==> config.mk <==
export PLATFORM = sky130hd
export DESIGN_NAME = chtbl_mod
export DESIGN_NICKNAME = d
export VERILOG_FILES = /design/src/design/chtbl_pkg.sv /design/src/design/chtbl_mod.sv
export SDC_FILE = /design/constraint.sdc
export NUM_CORES = 1
export LEC_CHECK = 0
export ABC_AREA = 0
export BUFFER_PORTS_ARGS = -buffer_cell sky130_fd_sc_hd__clkbuf_2
export CAP_MARGIN = 10
export CORE_ASPECT_RATIO = 0.7
export CORE_UTILIZATION = 54
export DETAILED_ROUTE_END_ITERATION = 10
export PLACE_DENSITY_LB_ADDON = 0.08
export SYNTH_ARGS = -nofsm -noshare
export SYNTH_HDL_FRONTEND = slang
export SYNTH_SLANG_ARGS = --single-unit
==> constraint.sdc <==
create_clock -name i_clk -period 3.6 [get_ports i_clk]
set_clock_uncertainty 0.1 [all_clocks]
set_input_delay 0.18 -clock i_clk [delete_from_list [all_inputs] [get_ports i_clk]]
set_output_delay 0.18 -clock i_clk [all_outputs]
set_load 0.02 [all_outputs]
==> src/design/chtbl_pkg.sv <==
// chtbl_pkg: shared types and constants of the chained hash table
// request and result payload structs, field widths, operation codes, parameter defaults
// no dependencies
package chtbl_pkg;

    localparam int CFG_W  = 7;
    localparam int KEY_W  = 31;
    localparam int BIDX_W = 6;

    localparam int NUM_BUCKETS_DEF  = 64;
    localparam int BUCKET_DEPTH_DEF = 8;
    localparam int KEY_BITS_DEF     = 31;

    localparam logic [CFG_W-1:0] TABLE_SIZE_RST = CFG_W'(64);

    localparam logic OP_INSERT = 1'b0;
    localparam logic OP_SEARCH = 1'b1;

    typedef struct packed {
        logic             req_type;
        logic [KEY_W-1:0] key_value;
    } t_req;

    typedef struct packed {
        logic              found;
        logic              overflow;
        logic [BIDX_W-1:0] bucket_index;
    } t_res;

endpackage

==> src/design/chtbl_mod.sv <==
// chtbl_mod: serial restoring remainder unit, one dividend bit per cycle
// depends on chtbl_pkg for the divisor width
module chtbl_mod #(
    parameter int KEY_BITS = chtbl_pkg::KEY_BITS_DEF
) (
    input  logic                       i_clk,
    input  logic                       i_rst_n,
    input  logic                       i_start,
    input  logic [KEY_BITS-1:0]        i_dividend,
    input  logic [chtbl_pkg::CFG_W-1:0] i_divisor,
    output logic                       o_done,
    output logic [chtbl_pkg::CFG_W-1:0] o_rem
);
    import chtbl_pkg::*;

    localparam int CW = $clog2(KEY_BITS + 1);

    logic              r_run;
    logic              r_done;
    logic [CW-1:0]     r_cnt;
    logic [KEY_BITS-1:0] r_dvd;
    logic [CFG_W-1:0]  r_dsr;
    logic [CFG_W-1:0]  r_rem;

    logic [CFG_W:0]    trial;
    logic [CFG_W-1:0]  n_rem;

    // shift in the next dividend bit and subtract when it fits
    always_comb begin
        trial = {r_rem, r_dvd[KEY_BITS-1]};
        if (trial >= {1'b0, r_dsr}) begin
            n_rem = CFG_W'(trial - {1'b0, r_dsr});
        end else begin
            n_rem = CFG_W'(trial);
        end
    end

    always_ff @(posedge i_clk) begin
        if (!i_rst_n) begin
            r_run  <= 1'b0;
            r_done <= 1'b0;
            r_cnt  <= '0;
        end else begin
            r_done <= 1'b0;
            if (i_start) begin
                r_run <= 1'b1;
                r_cnt <= CW'(KEY_BITS);
            end else if (r_run) begin
                r_cnt <= r_cnt - CW'(1);
                if (r_cnt == CW'(1)) begin
                    r_run  <= 1'b0;
                    r_done <= 1'b1;
                end
            end
        end
    end

    always_ff @(posedge i_clk) begin
        if (i_start) begin
            r_dvd <= i_dividend;
            r_dsr <= i_divisor;
            r_rem <= '0;
        end else if (r_run) begin
            r_dvd <= {r_dvd[KEY_BITS-2:0], 1'b0};
            r_rem <= n_rem;
        end
    end

    assign o_done = r_done;
    assign o_rem  = r_rem;

endmodule

==> out/qor.yml <==
path_class: "reg2reg"
postCtsHoldBufs: 7
synthToLayoutAreaGrowth_pct: 19.3
setup_viol: 0
post-cts-setup-buffers: 0
leakagePower_nw: 1.22
syn_area_um2: 2460
r2r_slack_ps: 900
cpMaxStageDelayCell: "fa_1"
path_delay_family: "compound AO/OA/AOI/OAI gates"
hp-class: "in2reg"
synth_seq_cells: 52
syn-num-nets: 236
reg2reg_depth: 9
min_period_over_period_pct: 75.0
vias: 1578
drcViolationCount: 0
syn_avg_cell_area_um2: 13.3
p_sw_uw: 339
cts.sinks: 52
diodes: 0
status: "completed"
clkPwrFrac_pct: 28.9
worstPathCellList: "inv_1, ha_1, inv_1, fa_1, a211oi_2, o21ai_2, a41oi_4, mux2_2, a211oi_1"
synth_cell_types: 38
slew_violations: 0
worstPathArrival_ps: 2810
period_minus_slack_ps: 2700
synthFlopType: "edfxtp_1"
rsz0062_at_grt: "false"
fp.coreArea_um2: 4350
root_buffer: "clkbuf_8"
dieHeight_um: 58.5
hold_violations: 0
path_buf_inv: 2
postRouteWirelength_um: 4190
max_freq_mhz: 371
cts_buffers: 5
slew_headroom_pct: 51.6
ys_top_cells_by_area: "edfxtp_1 46%, mux2_2 14%, dfxtp_1 11%"
comb_power_share_pct: 18.1
ys_warn_count: 0
power-per-cell-area_nw_per_um2: 476
drive_gt1_share_pct: 38.4
reg2reg_to: "o_rem[0]$_SDFFE_PP0P_"
sw_frac_of_total_pct: 24.2
port_buffers: 48
path_clk_slew_ps: 90
ir_drop_v: 0.000271
drt_iter0_markers: 88
nNetsFinal: 292
cts-resized-gates: 0
core.rowCount: 20
synth_cells: 185
holdPathStages: 3
wl_per_cell_um: 14.1
yosysSeqAreaShare_pct: 57.7
fin_tns_setup_ps: 0
place_hpwl_um: 3020
cap_viol_max_count: 0
regToRegStartpoint: "r_dvd[30]$_DFFE_PP_"
start_util_pct: 56.6
slowest_delay_ps: 410
htreeDepth: 2
viasPerCell: 5.31
io_pins: 49
first_pass_iters: 4
place_area_um2: 2760
synth_top_cell_area_share_pct: 46.3
cp_max_fo: 10
startpoint_type: "register"
postRouteAntennaNets: 0
async_flop_share_pct: 0
dieArea_um2: 4840
fin_util_pct: 67.6
critPathRequiredTime_ps: 3710
grt_max_degree: 33
tightestPinTransition_ps: 727
netlist.top_cell.by_area: "edfxtp_1"
grt_usage_pct: 19.3
place.gp.congestion: 0.800
fin_area_um2: 2940
synth_edf_count: 38
clock_latency_ps: 300
p_int_mw: 1.06
end_kind: "register"
cts_tree: "yes"
worstHoldStart: "i_rst_n"
grt_pass1_vias: 1501
gr-total-overflow: 0
antenna_found_initial: 0
cts_buffer_depth: 2
pwr-share-seq_pct: 53.1
hold_end: "r_run$_SDFF_PN0_"
grt_pass1_wl_um: 6790
die_w_um: 82.8
critPathMostFrequentCell: "inv_1"
how the worst max path moves through the flow:
| stage | start | end | slack, ps | depth (start not counted) |
|---|---|---|---|---|
| finish | r_dvd[30]$_DFFE_PP_ | o_rem[0]$_SDFFE_PP0P_ | 900 | 9 |
| global route | r_dvd[30]$_DFFE_PP_ | o_rem[0]$_SDFFE_PP0P_ | 720 | 9 |
| detailed placement | r_dvd[30]$_DFFE_PP_ | o_rem[0]$_SDFFE_PP0P_ | 910 | 9 |
| CTS | r_dvd[30]$_DFFE_PP_ | o_rem[0]$_SDFFE_PP0P_ | 890 | 9 |
| global placement | r_dvd[30]$_DFFE_PP_ | o_rem[0]$_SDFFE_PP0P_ | 1010 | 9 |
| floorplan | r_dvd[30]$_DFFE_PP_ | o_rem[0]$_SDFFE_PP0P_ | 1120 | 9 |
stage by stage:
step | worst slack [ps] | std cells | hold WS [ps] | power [mW]
2_1_floorplan | 1120 | 185 | 179 | 0.931
3_3_place_gp | 1010 | 282 | 257 | 0.988
3_5_place_dp | 911 | 282 | 259 | 1.00
4_1_cts | 886 | 297 | 54.8 | 1.41
5_1_grt | 716 | 297 | 52.6 | 1.47
6_report | 901 | 297 | 63.6 | 1.40
cells by family (layout without fill, tap and decap cells):
group / count (synthesis) / in the layout / synth area share, %
AO/OA/AOI/OAI: 26 / 26 / 8.38
XOR/XNOR: 8 / 8 / 2.84
adder cells (fa/ha/maj): 10 / 10 / 5.38
buffers and inverters: 18 / 75 / 2.74
flip-flops: 52 / 52 / 57.7
multiplexers: 35 / 35 / 15.8
AND/OR/NAND/NOR: 36 / 36 / 7.21
power groups by stage:
| stage | clock network, mW | logic [mW] | registers [mW] |
|---|---|---|---|
| global route | 0.436 | 0.280 | 0.750 |
| detailed placement | 0 | 0.248 | 0.756 |
| CTS | 0.415 | 0.255 | 0.743 |
| floorplan | 0 | 0.178 | 0.753 |
| finish | 0.404 | 0.253 | 0.742 |
| global placement | 0 | 0.236 | 0.752 |
cell usage after synthesis (3+ instances only):
master    count
edfxtp_1     38
mux2_2       31
dfxtp_1      14
nor2_1       13
inv_1        11
ha_1          9
nand2_1       7
xor2_1        6
a211oi_1      5
a21oi_1       5
o21a_1        5
clkbuf_1      4
mux2i_1       4
nor3_1        4
buf_1         3
worst register-to-register path, cell delays in order (launching register included):
cell	delay (ps)
edfxtp_1	360
inv_1	80
ha_1	160
inv_1	50
fa_1	410
a211oi_2	300
o21ai_2	120
a41oi_4	410
mux2_2	380
a211oi_1	240
layout by cell type, fill, tap and decap left out, types with 2 or more instances in the layout:
cell type / instances
nor2_1: 13
dlygate4sd3_1: 7
nand2b_1: 2
mux2_2: 31
xor2_1: 6
clkbuf_8: 6
inv_1: 11
clkbuf_2: 48
nor3_1: 4
ha_1: 9
o21ai_0: 2
o21a_1: 5
nand2_1: 7
xnor2_1: 2
a211oi_1: 5
mux2i_1: 4
dfxtp_1: 14
a21oi_1: 5
edfxtp_1: 38
area by class of cell:
cell class	count	area, um^2
clock buffers	6	82.6
clock inverters	2	33.8
fillers	352	1410
inverters	11	41.3
multi-input cells	115	976
flip-flops and latches	52	1420
well taps	55	68.8
repair buffers	56	318
registers in the layout, indices dropped and copies added, names as in the netlist:
signal  cells
r_dvd      31
o_rem       7
r_cnt       5
r_dsr       7
r_run       1
o_done      1
layer usage:
metal / GRT usage [%] / wire [um] / up-vias
met5: 0 / 0 / -
met4: 5.91 / 36 / 0
li1: - / - / 791
met3: 4.96 / 253 / 5
met1: 26.0 / 1960 / 730
met2: 30.8 / 1940 / 52
Power figures use the tool's default switching activity.
